==> src/hdl/assert_macros.svh <==
// Assertion macros used by the positioner top level.
`ifndef ASSERT_MACROS_SVH
`define ASSERT_MACROS_SVH
`ifndef NO_ASSERTIONS
// Same-cycle implication, sampled on clk, off while arst_n is low.
`define ALSP_ASSERT_IMP(label, ante, cons) \
	label: assert property (@(posedge clk) disable iff (!arst_n) (ante) |-> (cons)) \
		else $error("alsp: implication check failed");
// Next-cycle implication, sampled on clk, off while arst_n is low.
`define ALSP_ASSERT_NXT(label, ante, cons) \
	label: assert property (@(posedge clk) disable iff (!arst_n) (ante) |=> (cons)) \
		else $error("alsp: next-cycle check failed");
`else
`define ALSP_ASSERT_IMP(label, ante, cons)
`define ALSP_ASSERT_NXT(label, ante, cons)
`endif
`endif

==> src/hdl/alsp_pkg.sv <==
// Package: codes, reset constants and shared types of the arm positioner.
`default_nettype none
package alsp_pkg;

	// Arm modes (also the reported arm_state)
	localparam logic [2:0] MODE_STOPPED = 3'd0;
	localparam logic [2:0] MODE_BOTTOM  = 3'd1;
	localparam logic [2:0] MODE_STORE   = 3'd2;
	localparam logic [2:0] MODE_TOP     = 3'd3;
	localparam logic [2:0] MODE_UP      = 3'd4;
	localparam logic [2:0] MODE_DOWN    = 3'd5;
	localparam logic [2:0] TARGET_NONE  = 3'd7;
	localparam logic [2:0] GOAL_REACHED = 3'd7;

	// Operator requests
	localparam logic [2:0] REQ_NONE   = 3'd0;
	localparam logic [2:0] REQ_UP     = 3'd1;
	localparam logic [2:0] REQ_DOWN   = 3'd2;
	localparam logic [2:0] REQ_STOP   = 3'd3;
	localparam logic [2:0] REQ_TOP    = 3'd4;
	localparam logic [2:0] REQ_STORE  = 3'd5;
	localparam logic [2:0] REQ_BOTTOM = 3'd6;

	// Side of the store switch
	localparam logic [1:0] SIDE_AT    = 2'd0;
	localparam logic [1:0] SIDE_ABOVE = 2'd1;
	localparam logic [1:0] SIDE_BELOW = 2'd2;

	// Travel direction
	localparam logic [1:0] DIR_NONE = 2'd0;
	localparam logic [1:0] DIR_UP   = 2'd1;
	localparam logic [1:0] DIR_DOWN = 2'd2;

	// Dead band around stop_speed for direction sensing
	localparam logic [8:0] DIR_BAND = 9'd4;

	// Configuration register indexes
	localparam int unsigned CFG_IDX_W = 3;
	localparam logic [CFG_IDX_W-1:0] CFG_STOP      = 3'd0;
	localparam logic [CFG_IDX_W-1:0] CFG_FULL_UP   = 3'd1;
	localparam logic [CFG_IDX_W-1:0] CFG_FULL_DOWN = 3'd2;
	localparam logic [CFG_IDX_W-1:0] CFG_SLOW_UP   = 3'd3;
	localparam logic [CFG_IDX_W-1:0] CFG_SLOW_DOWN = 3'd4;

	// Configuration reset values
	localparam logic [7:0] RST_STOP_SPEED      = 8'd127;
	localparam logic [7:0] RST_FULL_UP_SPEED   = 8'd255;
	localparam logic [7:0] RST_FULL_DOWN_SPEED = 8'd0;
	localparam logic [7:0] RST_SLOW_UP_SPEED   = 8'd180;
	localparam logic [7:0] RST_SLOW_DOWN_SPEED = 8'd75;

	localparam int unsigned IN_TDATA_W  = 8;
	localparam int unsigned OUT_TDATA_W = 16;

	typedef struct packed {
		logic [7:0] stop_speed;
		logic [7:0] full_up_speed;
		logic [7:0] full_down_speed;
		logic [7:0] slow_up_speed;
		logic [7:0] slow_down_speed;
	} alsp_speeds_t;

	typedef struct packed {
		logic [2:0] request;
		logic       top_limit;
		logic       middle_limit;
		logic       bottom_limit;
		logic       wrist_raised;
	} alsp_item_t;

	typedef struct packed {
		logic [2:0] current_mode;
		logic [2:0] target_mode;
		logic [2:0] goal_pending;
		logic [1:0] side_of_store;
		logic [1:0] travel_direction;
		logic [7:0] motor_level;
		logic       brake_on;
		logic       up_slow;
		logic       down_slow;
	} alsp_state_t;

endpackage
`default_nettype wire

==> src/hdl/alsp_tick.sv <==
// Next-state logic for one control tick: request handling, then sensor rules.
`default_nettype none
module alsp_tick (
	input  alsp_pkg::alsp_state_t  cur,
	input  alsp_pkg::alsp_item_t   item,
	input  alsp_pkg::alsp_speeds_t speeds,
	output alsp_pkg::alsp_state_t  nxt
);
	import alsp_pkg::*;

	function automatic alsp_state_t go_mode(input alsp_state_t s, input logic [2:0] m,
			input alsp_speeds_t spd);
		alsp_state_t r;
		r = s;
		case (m) inside
			MODE_STOPPED, MODE_BOTTOM, MODE_STORE, MODE_TOP: begin
				r.brake_on     = 1'b1;
				r.motor_level  = spd.stop_speed;
				r.current_mode = m;
			end
			MODE_UP: begin
				r.brake_on     = 1'b0;
				r.motor_level  = s.up_slow ? spd.slow_up_speed : spd.full_up_speed;
				r.current_mode = MODE_UP;
			end
			MODE_DOWN: begin
				r.brake_on     = 1'b0;
				r.motor_level  = s.down_slow ? spd.slow_down_speed : spd.full_down_speed;
				r.current_mode = MODE_DOWN;
			end
			default: r = s;
		endcase
		return r;
	endfunction

	alsp_state_t st;
	logic [2:0]  c;
	logic [8:0]  lvl_ext;
	logic [8:0]  stp_ext;

	always_comb begin
		st      = cur;
		c       = cur.current_mode;
		lvl_ext = {1'b0, cur.motor_level};
		stp_ext = {1'b0, speeds.stop_speed};

		// request, ignored while the wrist is raised
		if (!item.wrist_raised) begin
			unique case (item.request)
				REQ_BOTTOM: begin
					st.target_mode  = MODE_BOTTOM;
					st.goal_pending = MODE_BOTTOM;
					if (c inside {MODE_UP, MODE_STOPPED, MODE_STORE, MODE_TOP})
						st = go_mode(st, MODE_DOWN, speeds);
				end
				REQ_TOP: begin
					st.target_mode  = MODE_TOP;
					st.goal_pending = MODE_TOP;
					if (c inside {MODE_STOPPED, MODE_BOTTOM, MODE_DOWN, MODE_STORE})
						st = go_mode(st, MODE_UP, speeds);
				end
				REQ_STORE: begin
					st.target_mode  = MODE_STORE;
					st.goal_pending = MODE_STORE;
					if (c == MODE_BOTTOM)
						st = go_mode(st, MODE_UP, speeds);
					else if (c == MODE_TOP)
						st = go_mode(st, MODE_DOWN, speeds);
					else if (c inside {MODE_UP, MODE_DOWN, MODE_STOPPED}) begin
						if (cur.side_of_store == SIDE_ABOVE)
							st = go_mode(st, MODE_DOWN, speeds);
						else if (cur.side_of_store == SIDE_BELOW)
							st = go_mode(st, MODE_UP, speeds);
					end
				end
				REQ_STOP: begin
					// stop is locked out while a positional goal is pending
					if (cur.goal_pending == GOAL_REACHED) begin
						st.target_mode  = MODE_STOPPED;
						st.goal_pending = GOAL_REACHED;
						if (c inside {MODE_UP, MODE_DOWN})
							st = go_mode(st, MODE_STOPPED, speeds);
					end
				end
				REQ_UP: begin
					st.target_mode  = MODE_UP;
					st.goal_pending = GOAL_REACHED;
					if (c inside {MODE_STOPPED, MODE_DOWN, MODE_BOTTOM, MODE_STORE})
						st = go_mode(st, MODE_UP, speeds);
				end
				REQ_DOWN: begin
					st.target_mode  = MODE_DOWN;
					st.goal_pending = GOAL_REACHED;
					if (c inside {MODE_STOPPED, MODE_UP, MODE_TOP, MODE_STORE})
						st = go_mode(st, MODE_DOWN, speeds);
				end
				default: ;
			endcase
		end

		// sensor rules
		st.up_slow   = 1'b0;
		st.down_slow = 1'b0;
		lvl_ext      = {1'b0, st.motor_level};

		if (lvl_ext > stp_ext + DIR_BAND)
			st.travel_direction = DIR_UP;
		else if (lvl_ext + DIR_BAND < stp_ext)
			st.travel_direction = DIR_DOWN;

		if (st.travel_direction == DIR_UP && item.middle_limit)
			st.side_of_store = SIDE_ABOVE;
		else if (st.travel_direction == DIR_DOWN && item.middle_limit)
			st.side_of_store = SIDE_BELOW;

		if (st.target_mode == MODE_STORE) begin
			if (item.middle_limit)
				st = go_mode(st, MODE_STORE, speeds);
			// overshoot: creep back at slow speed
			if (!item.middle_limit && st.current_mode == MODE_STORE && !item.wrist_raised) begin
				if (st.side_of_store == SIDE_ABOVE) begin
					st.down_slow = 1'b1;
					st = go_mode(st, MODE_DOWN, speeds);
				end else if (st.side_of_store == SIDE_BELOW) begin
					st.up_slow = 1'b1;
					st = go_mode(st, MODE_UP, speeds);
				end
			end
		end

		if (item.top_limit && (st.target_mode == MODE_TOP || st.current_mode == MODE_UP)) begin
			st.side_of_store = SIDE_ABOVE;
			st = go_mode(st, MODE_TOP, speeds);
		end
		if (item.bottom_limit &&
				(st.target_mode == MODE_BOTTOM || st.current_mode == MODE_DOWN)) begin
			st.side_of_store = SIDE_BELOW;
			st = go_mode(st, MODE_BOTTOM, speeds);
		end
	end

	assign nxt = st;

endmodule
`default_nettype wire

==> src/hdl/arm_limit_switch_positioner.sv <==
// Top level: arm positioner with limit-switch rules, stream in/out and config port.
//
// Usage:
//  - s_axis carries one control tick per transaction: operator request, the
//    top/middle/bottom limit switches and the wrist-raised flag.
//  - m_axis returns one transaction per tick: motor PWM command, brake, arm
//    state and side of the store switch.
//  - cfg_* writes the five speed registers (stop, full up, full down, slow up,
//    slow down); always ready, out-of-range indexes are dropped. Write only
//    while no tick is in flight.
//  - Result path: an accepted tick lands in the input register, then its
//    result is loaded, once m_axis is free, into the arm state register
//    that feeds m_axis.
//  - Throughput: one tick per cycle unless m_axis stalls; the state update is a
//    single pass of logic from the input register into the state register.
//  - Receiver stall: the result stays on m_axis, one more tick is held in
//    the input register, then s_axis_tready drops until m_axis drains.
//  - Reset (arst_n low): speeds return to defaults, the arm is stopped with
//    the brake engaged at the stop command, no goal pending, at store.
`default_nettype none
`include "assert_macros.svh"
module arm_limit_switch_positioner (
	input  wire                                  clk,
	input  wire                                  arst_n,
	// input ticks
	input  wire                                  s_axis_tvalid,
	output logic                                 s_axis_tready,
	// [2:0] request, [3] top_limit, [4] middle_limit, [5] bottom_limit,
	// [6] wrist_raised, [7] zero
	input  wire  [alsp_pkg::IN_TDATA_W-1:0]      s_axis_tdata,
	// results
	output logic                                 m_axis_tvalid,
	input  wire                                  m_axis_tready,
	// [7:0] motor_command, [8] brake_engaged, [11:9] arm_state,
	// [13:12] store_side, [15:14] zero
	output logic [alsp_pkg::OUT_TDATA_W-1:0]     m_axis_tdata,
	// configuration writes
	input  wire                                  cfg_valid,
	output logic                                 cfg_ready,
	input  wire  [alsp_pkg::CFG_IDX_W-1:0]       cfg_index,
	input  wire  [7:0]                           cfg_data
);
	import alsp_pkg::*;

	alsp_speeds_t speeds_q;
	alsp_item_t   item_s1;
	logic         in_valid_s1;
	alsp_state_t  st_q;
	alsp_state_t  st_next;
	logic         out_valid_q;
	logic         advance;

	// speed registers
	assign cfg_ready = 1'b1;

	always_ff @(posedge clk or negedge arst_n) begin
		if (!arst_n) begin
			speeds_q.stop_speed      <= RST_STOP_SPEED;
			speeds_q.full_up_speed   <= RST_FULL_UP_SPEED;
			speeds_q.full_down_speed <= RST_FULL_DOWN_SPEED;
			speeds_q.slow_up_speed   <= RST_SLOW_UP_SPEED;
			speeds_q.slow_down_speed <= RST_SLOW_DOWN_SPEED;
		end else if (cfg_valid && cfg_ready) begin
			unique case (cfg_index)
				CFG_STOP:      speeds_q.stop_speed      <= cfg_data;
				CFG_FULL_UP:   speeds_q.full_up_speed   <= cfg_data;
				CFG_FULL_DOWN: speeds_q.full_down_speed <= cfg_data;
				CFG_SLOW_UP:   speeds_q.slow_up_speed   <= cfg_data;
				CFG_SLOW_DOWN: speeds_q.slow_down_speed <= cfg_data;
				default: ;
			endcase
		end
	end

	// flow control: the state register doubles as the output register, so
	// it may only advance when m_axis is empty or being drained
	assign advance       = in_valid_s1 && (!out_valid_q || m_axis_tready);
	assign s_axis_tready = !in_valid_s1 || advance;

	always_ff @(posedge clk or negedge arst_n) begin
		if (!arst_n) begin
			in_valid_s1 <= 1'b0;
		end else if (s_axis_tready) begin
			in_valid_s1 <= s_axis_tvalid;
		end
	end

	// tick payload, no reset needed
	always_ff @(posedge clk) begin
		if (s_axis_tvalid && s_axis_tready) begin
			item_s1.request      <= s_axis_tdata[2:0];
			item_s1.top_limit    <= s_axis_tdata[3];
			item_s1.middle_limit <= s_axis_tdata[4];
			item_s1.bottom_limit <= s_axis_tdata[5];
			item_s1.wrist_raised <= s_axis_tdata[6];
		end
	end

	alsp_tick u_tick (
		.cur    (st_q),
		.item   (item_s1),
		.speeds (speeds_q),
		.nxt    (st_next)
	);

	// arm state, also the held result
	always_ff @(posedge clk or negedge arst_n) begin
		if (!arst_n) begin
			st_q.current_mode     <= MODE_STOPPED;
			st_q.target_mode      <= TARGET_NONE;
			st_q.goal_pending     <= GOAL_REACHED;
			st_q.side_of_store    <= SIDE_AT;
			st_q.travel_direction <= DIR_NONE;
			st_q.motor_level      <= RST_STOP_SPEED;
			st_q.brake_on         <= 1'b1;
			st_q.up_slow          <= 1'b0;
			st_q.down_slow        <= 1'b0;
		end else if (advance) begin
			st_q <= st_next;
		end
	end

	always_ff @(posedge clk or negedge arst_n) begin
		if (!arst_n) begin
			out_valid_q <= 1'b0;
		end else if (advance) begin
			out_valid_q <= 1'b1;
		end else if (m_axis_tready) begin
			out_valid_q <= 1'b0;
		end
	end

	assign m_axis_tvalid = out_valid_q;
	assign m_axis_tdata  = {2'b00, st_q.side_of_store, st_q.current_mode, st_q.brake_on,
		st_q.motor_level};

	// checks
	`ALSP_ASSERT_IMP(a_brake_matches_mode, out_valid_q, st_q.brake_on == (st_q.current_mode < MODE_UP))
	`ALSP_ASSERT_NXT(a_tick_held_on_stall, in_valid_s1 && out_valid_q && !m_axis_tready, in_valid_s1)
	`ALSP_ASSERT_IMP(a_ready_when_drained, !out_valid_q, s_axis_tready)
	`ALSP_ASSERT_IMP(a_one_creep_dir, 1'b1, !(st_q.up_slow && st_q.down_slow))

endmodule
`default_nettype wire
==> config.mk <==
export PLATFORM = sky130hd
export DESIGN_NAME = arm_limit_switch_positioner
export DESIGN_NICKNAME = d
export VERILOG_FILES = /design/src/hdl/alsp_pkg.sv /design/src/hdl/alsp_tick.sv /design/src/hdl/arm_limit_switch_positioner.sv
export VERILOG_INCLUDE_DIRS = /design/src /design/src/hdl
export SDC_FILE = /design/constraint.sdc
export NUM_CORES = 1
export LEC_CHECK = 0
export BUFFER_PORTS_ARGS = -buffer_cell sky130_fd_sc_hd__buf_2
export CAP_MARGIN = 0
export CORE_UTILIZATION = 55
export DETAILED_ROUTE_END_ITERATION = 10
export GPL_TIMING_DRIVEN = 0
export MAX_ROUTING_LAYER = met4
export PLACE_DENSITY = 0.74
export SLEW_MARGIN = 20
export SYNTH_ARGS = -nofsm -noshare
export SYNTH_HDL_FRONTEND = slang
export SYNTH_SLANG_ARGS = --single-unit
==> constraint.sdc <==
create_clock -name clk -period 5.38 [get_ports clk]
set_clock_uncertainty 0.05 [all_clocks]
set_input_delay 1.614 -clock clk [delete_from_list [all_inputs] [get_ports clk]]
set_output_delay 1.614 -clock clk [all_outputs]
set_load 0.05 [all_outputs]
== After elaboration in Yosys (flattened, before gate mapping) ==
Cells that the tools add are included.

* Register bits after elaboration: 73
* Bits of input ports: 24

* Order comparisons: 2
* Add/sub/neg operators: 2
* Reduce and logical (&&, ||, !) cells: 28
* Equal/unequal tests: 28
* Mux-type cells: 29

{| class="wikitable"
|+ Operators by type and width
! cell !! number
|-
| $mux W24 || 20
|-
| $pmux W24 S6 || 1
|-
| $eq A3 B2 Y1 const B || 9
|-
| $eq A3 B3 Y1 const B || 9
|-
| $add A8 B3 Y9 const B || 2
|-
| $mux W8 || 2
|-
| $eq A3 B1 Y1 const B || 4
|-
| $reduce_and A2 Y1 || 5
|-
| $gt A8 B9 Y1 || 1
|-
| $lt A9 B8 Y1 || 1
|-
| $logic_and A1 B1 Y1 || 8
|-
| $mux W2 || 4
|-
| $reduce_bool A4 Y1 || 2
|-
| $eq A2 B1 Y1 const B || 3
|-
| $eq A2 B2 Y1 const B || 3
|-
| $logic_not A3 Y1 || 2
|-
| $logic_not A1 Y1 || 4
|-
| $logic_or A1 B1 Y1 || 4
|-
| $reduce_bool A2 Y1 || 2
|-
| $reduce_bool A3 Y1 || 1
|-
| $mux W1 || 2
|}

== Logic depth before layout (Yosys ltp) ==
* Depth in word-level cells: 31
* Depth in mapped cells: 20
* Mapped depth without buffers: 17

== Modules after synthesis ==
A second synthesis with hierarchy kept.

* Cells, all modules: 614
* Area total of the unflattened synthesis: 5851.9 µm²

{| class="wikitable"
|+ Modules (own cells, without submodules)
! module !! area an instance (µm²) !! times used !! sequential area each (µm²) !! cells each
|-
| alsp_tick || 2960.3 || 1 || 0.0 || 442
|-
| arm_limit_switch_positioner || 2891.5 || 1 || 1908.1 || 172
|}

== Worst setup path before layout ==
No wires, ideal clock.

* Kind: register to register
* Start point: register item_s1[5] (netlist name)
* End point: register st_q, in the netlist m_axis_tdata[1]
* Cell stages (with the launch flop): 20
* Buffers on the path: 3
* Required time: 5.242 ns
* Data arrival time: 4.062 ns
* Slack: 1.180 ns
* Library setup time: 0.088 ns
* Cell sequence: edfxtp_1 > buf_6 > or3_1 > and3_1 > clkbuf_1 > o2111ai_1 > o31ai_1 > a211oi_1 > inv_1 > ha_1 > a21o_1 > a221oi_1 > o31a_1 > a21bo_2 > nor4_4 > o221a_1 > nor3_2 > buf_6 > mux2i_1 > o21ai_1

* Longest elaborated chain between the ends: 26

{| class="wikitable"
|+ RTL lines
! what !! line !! text
|-
| start: declaration || arm_limit_switch_positioner.sv:46 || <nowiki>alsp_item_t item_s1;</nowiki>
|-
| $eq A3 B2 Y1, or another cell as far along || alsp_tick.sv:49 || <nowiki>unique case (item.request)</nowiki>
|-
| $pmux W24 S6 * || alsp_tick.sv:49 ||
|-
| $mux W24 * || alsp_tick.sv:48 || <nowiki>if (!item.wrist_raised) begin</nowiki>
|-
| $add A8 B3 Y9 || alsp_tick.sv:108 || <nowiki>else if (lvl_ext + DIR_BAND < stp_ext)</nowiki>
|-
| $lt A9 B8 Y1 || alsp_tick.sv:108 ||
|-
| $mux W2 || alsp_tick.sv:108 ||
|-
| $mux W2 || alsp_tick.sv:106 || <nowiki>if (lvl_ext > stp_ext + DIR_BAND)</nowiki>
|-
| $eq A2 B2 Y1 || alsp_tick.sv:113 || <nowiki>else if (st.travel_direction == DIR_DOWN && item.middle_limit)</nowiki>
|-
| [... 10 more ...] || -- ||
|-
| $eq A3 B3 Y1 || alsp_tick.sv:131 || <nowiki>if (item.top_limit && (st.target_mode == MODE_TOP || st.current_mode == MODE_UP)) begin</nowiki>
|-
| $logic_or A1 B1 Y1 || alsp_tick.sv:131 ||
|-
| $logic_and A1 B1 Y1 || alsp_tick.sv:131 ||
|-
| $mux W24 * || alsp_tick.sv:131 ||
|-
| $eq A3 B3 Y1 || alsp_tick.sv:136 || <nowiki>(st.target_mode == MODE_BOTTOM || st.current_mode == MODE_DOWN)) begin</nowiki>
|-
| $logic_or A1 B1 Y1 || alsp_tick.sv:136 ||
|-
| $logic_and A1 B1 Y1 || alsp_tick.sv:135 || <nowiki>if (item.bottom_limit &&</nowiki>
|-
| $mux W24 * || alsp_tick.sv:135 ||
|-
| end signal: assignment || arm_limit_switch_positioner.sv:119 || <nowiki>st_q <= st_next;</nowiki>
|-
| end: declaration || arm_limit_switch_positioner.sv:48 || <nowiki>alsp_state_t st_q;</nowiki>
|}

Every way passes the cells marked *; elsewhere a longest branch is shown, timed or not. The select of a mux whose other input is x is not followed.
A chain may end at the register's enable or synchronous reset.

== Final worst setup path ==
* Start point: register st_q[1] (netlist name)
* End point: register st_q, in the netlist m_axis_tdata[4]

* Longest elaborated chain between the ends: 31

{| class="wikitable"
|+ RTL lines
! what !! line !! text
|-
| $mux W8 * || alsp_tick.sv:23 || <nowiki>r.motor_level = s.up_slow ? spd.slow_up_speed : spd.full_up_speed;</nowiki>
|-
| $mux W24 || alsp_tick.sv:72 || <nowiki>else if (cur.side_of_store == SIDE_BELOW)</nowiki>
|-
| $mux W24 || alsp_tick.sv:70 || <nowiki>if (cur.side_of_store == SIDE_ABOVE)</nowiki>
|-
| $mux W24 || alsp_tick.sv:69 || <nowiki>else if (c inside {MODE_UP, MODE_DOWN, MODE_STOPPED}) begin</nowiki>
|-
| $mux W24 || alsp_tick.sv:67 || <nowiki>else if (c == MODE_TOP)</nowiki>
|-
| $mux W24 || alsp_tick.sv:65 || <nowiki>if (c == MODE_BOTTOM)</nowiki>
|-
| $pmux W24 S6 * || alsp_tick.sv:49 ||
|-
| $mux W24 * || alsp_tick.sv:48 ||
|-
| [... 15 more ...] || -- ||
|-
| $eq A3 B3 Y1 || alsp_tick.sv:131 ||
|-
| $logic_or A1 B1 Y1 || alsp_tick.sv:131 ||
|-
| $logic_and A1 B1 Y1 || alsp_tick.sv:131 ||
|-
| $mux W24 * || alsp_tick.sv:131 ||
|-
| $eq A3 B3 Y1 || alsp_tick.sv:136 ||
|-
| $logic_or A1 B1 Y1 || alsp_tick.sv:136 ||
|-
| $logic_and A1 B1 Y1 || alsp_tick.sv:135 ||
|-
| $mux W24 * || alsp_tick.sv:135 ||
|}

Marks and branches as above.

==> out/qor.log <==
qor: synthesis.syn_inst 582
qor: synthesis.synth_sequential_area_ratio 35.1%
qor: setup_path.cpMostUsedCell sky130_fd_sc_hd__o31a_1
qor: drt.route.final.wire_length 17,000 µm
qor: floorplan.top_level_port_count 43
qor: drt.routed_via_density 6.59
qor: timing.postLayoutSetupSlackWorst 0.272 ns
qor: grt.grt_first_pass_wirelength 26,500 µm
qor: drt.drt_drc_violations_left 0
qor: placement.place.gp.congestion 0.955
qor: synthesis.post_synthesis_sequential_element_count 73
qor: min_path.timing.hold.worst.class flip-flop to flip-flop
qor: timing.final.hold.worst_slack 0.447 ns
qor: pwr.p_sw_share 46.9%
qor: clock_network.clockBufferDepth 2
qor: setup_path.crit_path_start_kind flip-flop
qor: timing.slew-limit-headroom 44.1%
qor: setup_path.worst_path_cell_with_the_longest_stage_delay sky130_fd_sc_hd__clkbuf_1
qor: setup_path.crit_arrival 5.33 ns
qor: finish.final_common_cell sky130_fd_sc_hd__nand2_1
qor: synthesis.synth_area 5440 µm²
qor: setup_path.critPathMaxStageDelay 0.53 ns
qor: outcome.run_status finished, final reports clean
qor: pwr.clock_power_share 14.3%
qor: floorplan.placement_rows 35
qor: floorplan.die_area 10,300 µm²
qor: timing.grt_setup_unrepaired false
qor: finish.combined_area_of_the_multi_input_logic_cells 3200 µm²
qor: clock_network.h_tree_level_count 3
qor: synthesis.async_flop_share 90.4%
qor: drt.detail_route.wl_per_cell 22.1 µm
qor: clock_network.clockRootBuffer sky130_fd_sc_hd__clkbuf_8
qor: placement.io_buffers 38
qor: pwr.power_frac_comb 54.4%
qor: placement.place.detailed.hpwl 13,100 µm
qor: setup_path.crit_fanout 10
qor: timing.timing.final.crit_period 5.11 ns
qor: drt.detailroute.via_count 5,055
qor: pwr.part_of_the_power_in_registers 31.3%
qor: timing.setup-violations-final 0
qor: finish.regArea 1910 µm²
qor: finish.layout.cells.non_filler 767
qor: setup_path.crit_required 5.60 ns
qor: clock_network.clkTransAtPathRegs 0.08 ns
qor: timing.fin_crit_sh 95.0%
qor: floorplan.design.core.area 9420 µm²
qor: setup_path.crit_family compound AO/OA/AOI/OAI gates
qor: drt.drt_iter0_drc 456
qor: timing.final_hold_viol_count 0
qor: floorplan.floorplan.die.height 101 µm
qor: setup_path.worst_setup_path_category flip-flop to flip-flop
qor: floorplan.die_w 101 µm
qor: timing.worst_slew_pin_slew 0.837 ns
qor: pwr.ir_drop 0.000348 V
qor: finish.antenna-diode-count 0
qor: pwr.p_leak 2.46 nW
qor: clock_network.clk_lat_worst_skew 0.36 ns
qor: finish.post-route-util 64.1%
qor: clock_network.cts_buffers 9
qor: job.max_cap_viol_count 0
qor: finish.nFillCells 825
qor: clock_network.cts_post_setup_buffers_inserted 0
qor: synthesis.synth.avg_cell_area 9.34 µm²
qor: clock_network.cts_tree done
qor: timing.finalMaxSlewViolations 0
qor: setup_path.crit_path_cell_trace clkbuf_1 -> mux2_2 -> nor3b_1 -> o31a_1 -> o31a_1 -> a221o_1 -> ha_1 -> and3_1 -> a221oi_1 -> o31a_1 -> a21bo_2 -> nor4_4 -> o221a_1 -> nor3_2 -> buf_6 -> mux2i_1 -> o21ai_1
qor: placement.place_inst 751
qor: synthesis.ys_types 76
qor: placement.worst_slack_placed 0.314 ns
qor: clock_network.clock_sinks 73
qor: finish.proportion_of_layout_cells_with_a_drive_suffix_above_1 28.5%
qor: pwr.net-switching-power 0.00138 W
qor: pwr.internal_power 0.00157 W
qor: synthesis.dominantRegCellSynth sky130_fd_sc_hd__dfstp_2
qor: setup_path.critPathCaptureType flip-flop
qor: grt.grt_overflow 0
qor: drt.firstDrtPassIters 5
qor: setup_path.critical_path.n_buffers_inverters 2
qor: synthesis.synth-warning-count 0
qor: grt.grt_antenna_before_repair 0
qor: drt.ant_nets 0
qor: timing.maxClockFrequency 196 MHz
qor: pwr.p_per_area 490 nW/µm²
qor: grt.grt_start_max_net_pins 61
qor: timing.fin_tns_setup 0 ns
qor: grt.grt_pass1_vias 4,774
qor: finish.final_cell_mix 47 x sky130_fd_sc_hd__nand2_1, 42 x sky130_fd_sc_hd__buf_2, 39 x sky130_fd_sc_hd__mux2_2
qor: grt.grt_usage 36.1%
qor: finish.area_growth_from_synthesis_to_layout 11.0%
qor: synthesis.synth_edf_count 7
qor: floorplan.start_util 57.7%
qor: finish.fin_nets 673
## synthesized netlist by cell type (7+ instances only)
master | n | area (µm²)
sky130_fd_sc_hd__a21oi_1 | 21 | 105
sky130_fd_sc_hd__o21ai_0 | 24 | 120
sky130_fd_sc_hd__and2_1 | 8 | 50.1
sky130_fd_sc_hd__inv_1 | 19 | 71.3
sky130_fd_sc_hd__o2bb2ai_1 | 8 | 70.1
sky130_fd_sc_hd__edfxtp_1 | 7 | 210
sky130_fd_sc_hd__nand3_1 | 15 | 75.1
sky130_fd_sc_hd__clkbuf_1 | 15 | 56.3
sky130_fd_sc_hd__nor2b_1 | 12 | 75.1
sky130_fd_sc_hd__dfrtp_1 | 29 | 726
sky130_fd_sc_hd__o21ai_1 | 12 | 60.1
sky130_fd_sc_hd__nand2b_1 | 12 | 75.1
sky130_fd_sc_hd__a211oi_1 | 9 | 67.6
sky130_fd_sc_hd__a221oi_1 | 9 | 78.8
sky130_fd_sc_hd__xnor2_1 | 8 | 70.1
sky130_fd_sc_hd__nor3_1 | 11 | 55.1
sky130_fd_sc_hd__ha_1 | 16 | 200
sky130_fd_sc_hd__nor2_1 | 34 | 128
sky130_fd_sc_hd__buf_4 | 19 | 143
sky130_fd_sc_hd__nand2_1 | 47 | 176
sky130_fd_sc_hd__mux2i_1 | 21 | 210
sky130_fd_sc_hd__mux2_2 | 39 | 439
sky130_fd_sc_hd__o22ai_1 | 9 | 56.3
sky130_fd_sc_hd__a21o_1 | 9 | 67.6
sky130_fd_sc_hd__dfstp_2 | 37 | 972
## path summary, 6_finish.rpt
kind	startpoint	depth (start not counted)	endpoint	slack (ns)
min in group asynchronous	arst_n	1	in_valid_s1$_DFFE_PN0N_	1.02
worst min-delay path	st_q[18]$_DFFE_PN1P_	2	st_q[18]$_DFFE_PN1P_	0.45
worst min register to register	st_q[18]$_DFFE_PN1P_	2	st_q[18]$_DFFE_PN1P_	0.45
max in group asynchronous	arst_n	2	speeds_q[28]$_DFFE_PN1P_	3.69
worst max register to register	st_q[1]$_DFFE_PN0P_	17	m_axis_tdata[4]$_DFFE_PN1P_	0.27
worst max-delay path	st_q[1]$_DFFE_PN0P_	17	m_axis_tdata[4]$_DFFE_PN1P_	0.27
## area by class of cell
type | instances | area share (%)
buffer | 45 | 4.77
tap | 129 | 2.68
multi-input combinational | 446 | 53.0
clock buffer | 11 | 2.18
clock inverter | 5 | 0.933
inverter | 19 | 1.18
timing repair buffer | 39 | 3.65
sequential | 73 | 31.6
## worst register-to-register path, delay by kind of cell, from the launching register on
kind            cells  cell delay, ns
flops               1            0.32
simple gates        4            0.72
compound gates      8            2.11
buf+inv             2            0.76
mux                 2            0.70
fa+ha+maj           1            0.37
## logic make-up after synthesis
| group | after synthesis | share of synthesized area (%) |
|---|---|---|
| other | 2 | 0.138 |
| multiplexers | 61 | 12.2 |
| buffers and inverters | 64 | 6.54 |
| adder cells (fa/ha/maj) | 16 | 3.68 |
| flip-flops | 73 | 35.1 |
| AO/OA/AOI/OAI | 165 | 21.7 |
| AND/OR/NAND/NOR | 191 | 19.1 |
| XOR/XNOR | 10 | 1.61 |
## per-layer routing
metal | vias up | GRT usage, % | routed length [µm]
li1 | 2281 | - | -
met1 | 2463 | 51.1 | 7420
met2 | 270 | 52.3 | 7540
met3 | 41 | 5.45 | 1580
met4 | 0 | 13.4 | 433
met5 | - | - | 0
## sequential cells by signal, indices dropped and copies added, names as in the netlist
signal,cells
item_s1,7
speeds_q,40
st_q,10
m_axis_tdata,14
m_axis_tvalid,1
in_valid_s1,1
## power by group through the flow
stage / combinational (W) / clock, W / sequential [W]
global placement: 0.00154 / 0 / 0.000917
floorplan: 0.00120 / 0 / 0.000851
finish: 0.00161 / 0.000422 / 0.000924
CTS: 0.00157 / 0.000428 / 0.000911
detailed placement: 0.00156 / 0 / 0.000921
global route: 0.00174 / 0.000446 / 0.000935
## per-stage QoR
stage | instance area, µm² | total power, W
6_report | 6030 | 0.00295
5_1_grt | 6030 | 0.00312
4_1_cts | 6010 | 0.00291
3_5_place_dp | 5830 | 0.00248
3_3_place_gp | 5790 | 0.00246
2_1_floorplan | 5440 | 0.00205
## what timing repair did
action,in CTS,in global routing
endpoints found under the setup margin,0,13
resized for setup,0,8
hold buffers,0,0
Note: power is estimated with default switching activity, not from simulation.
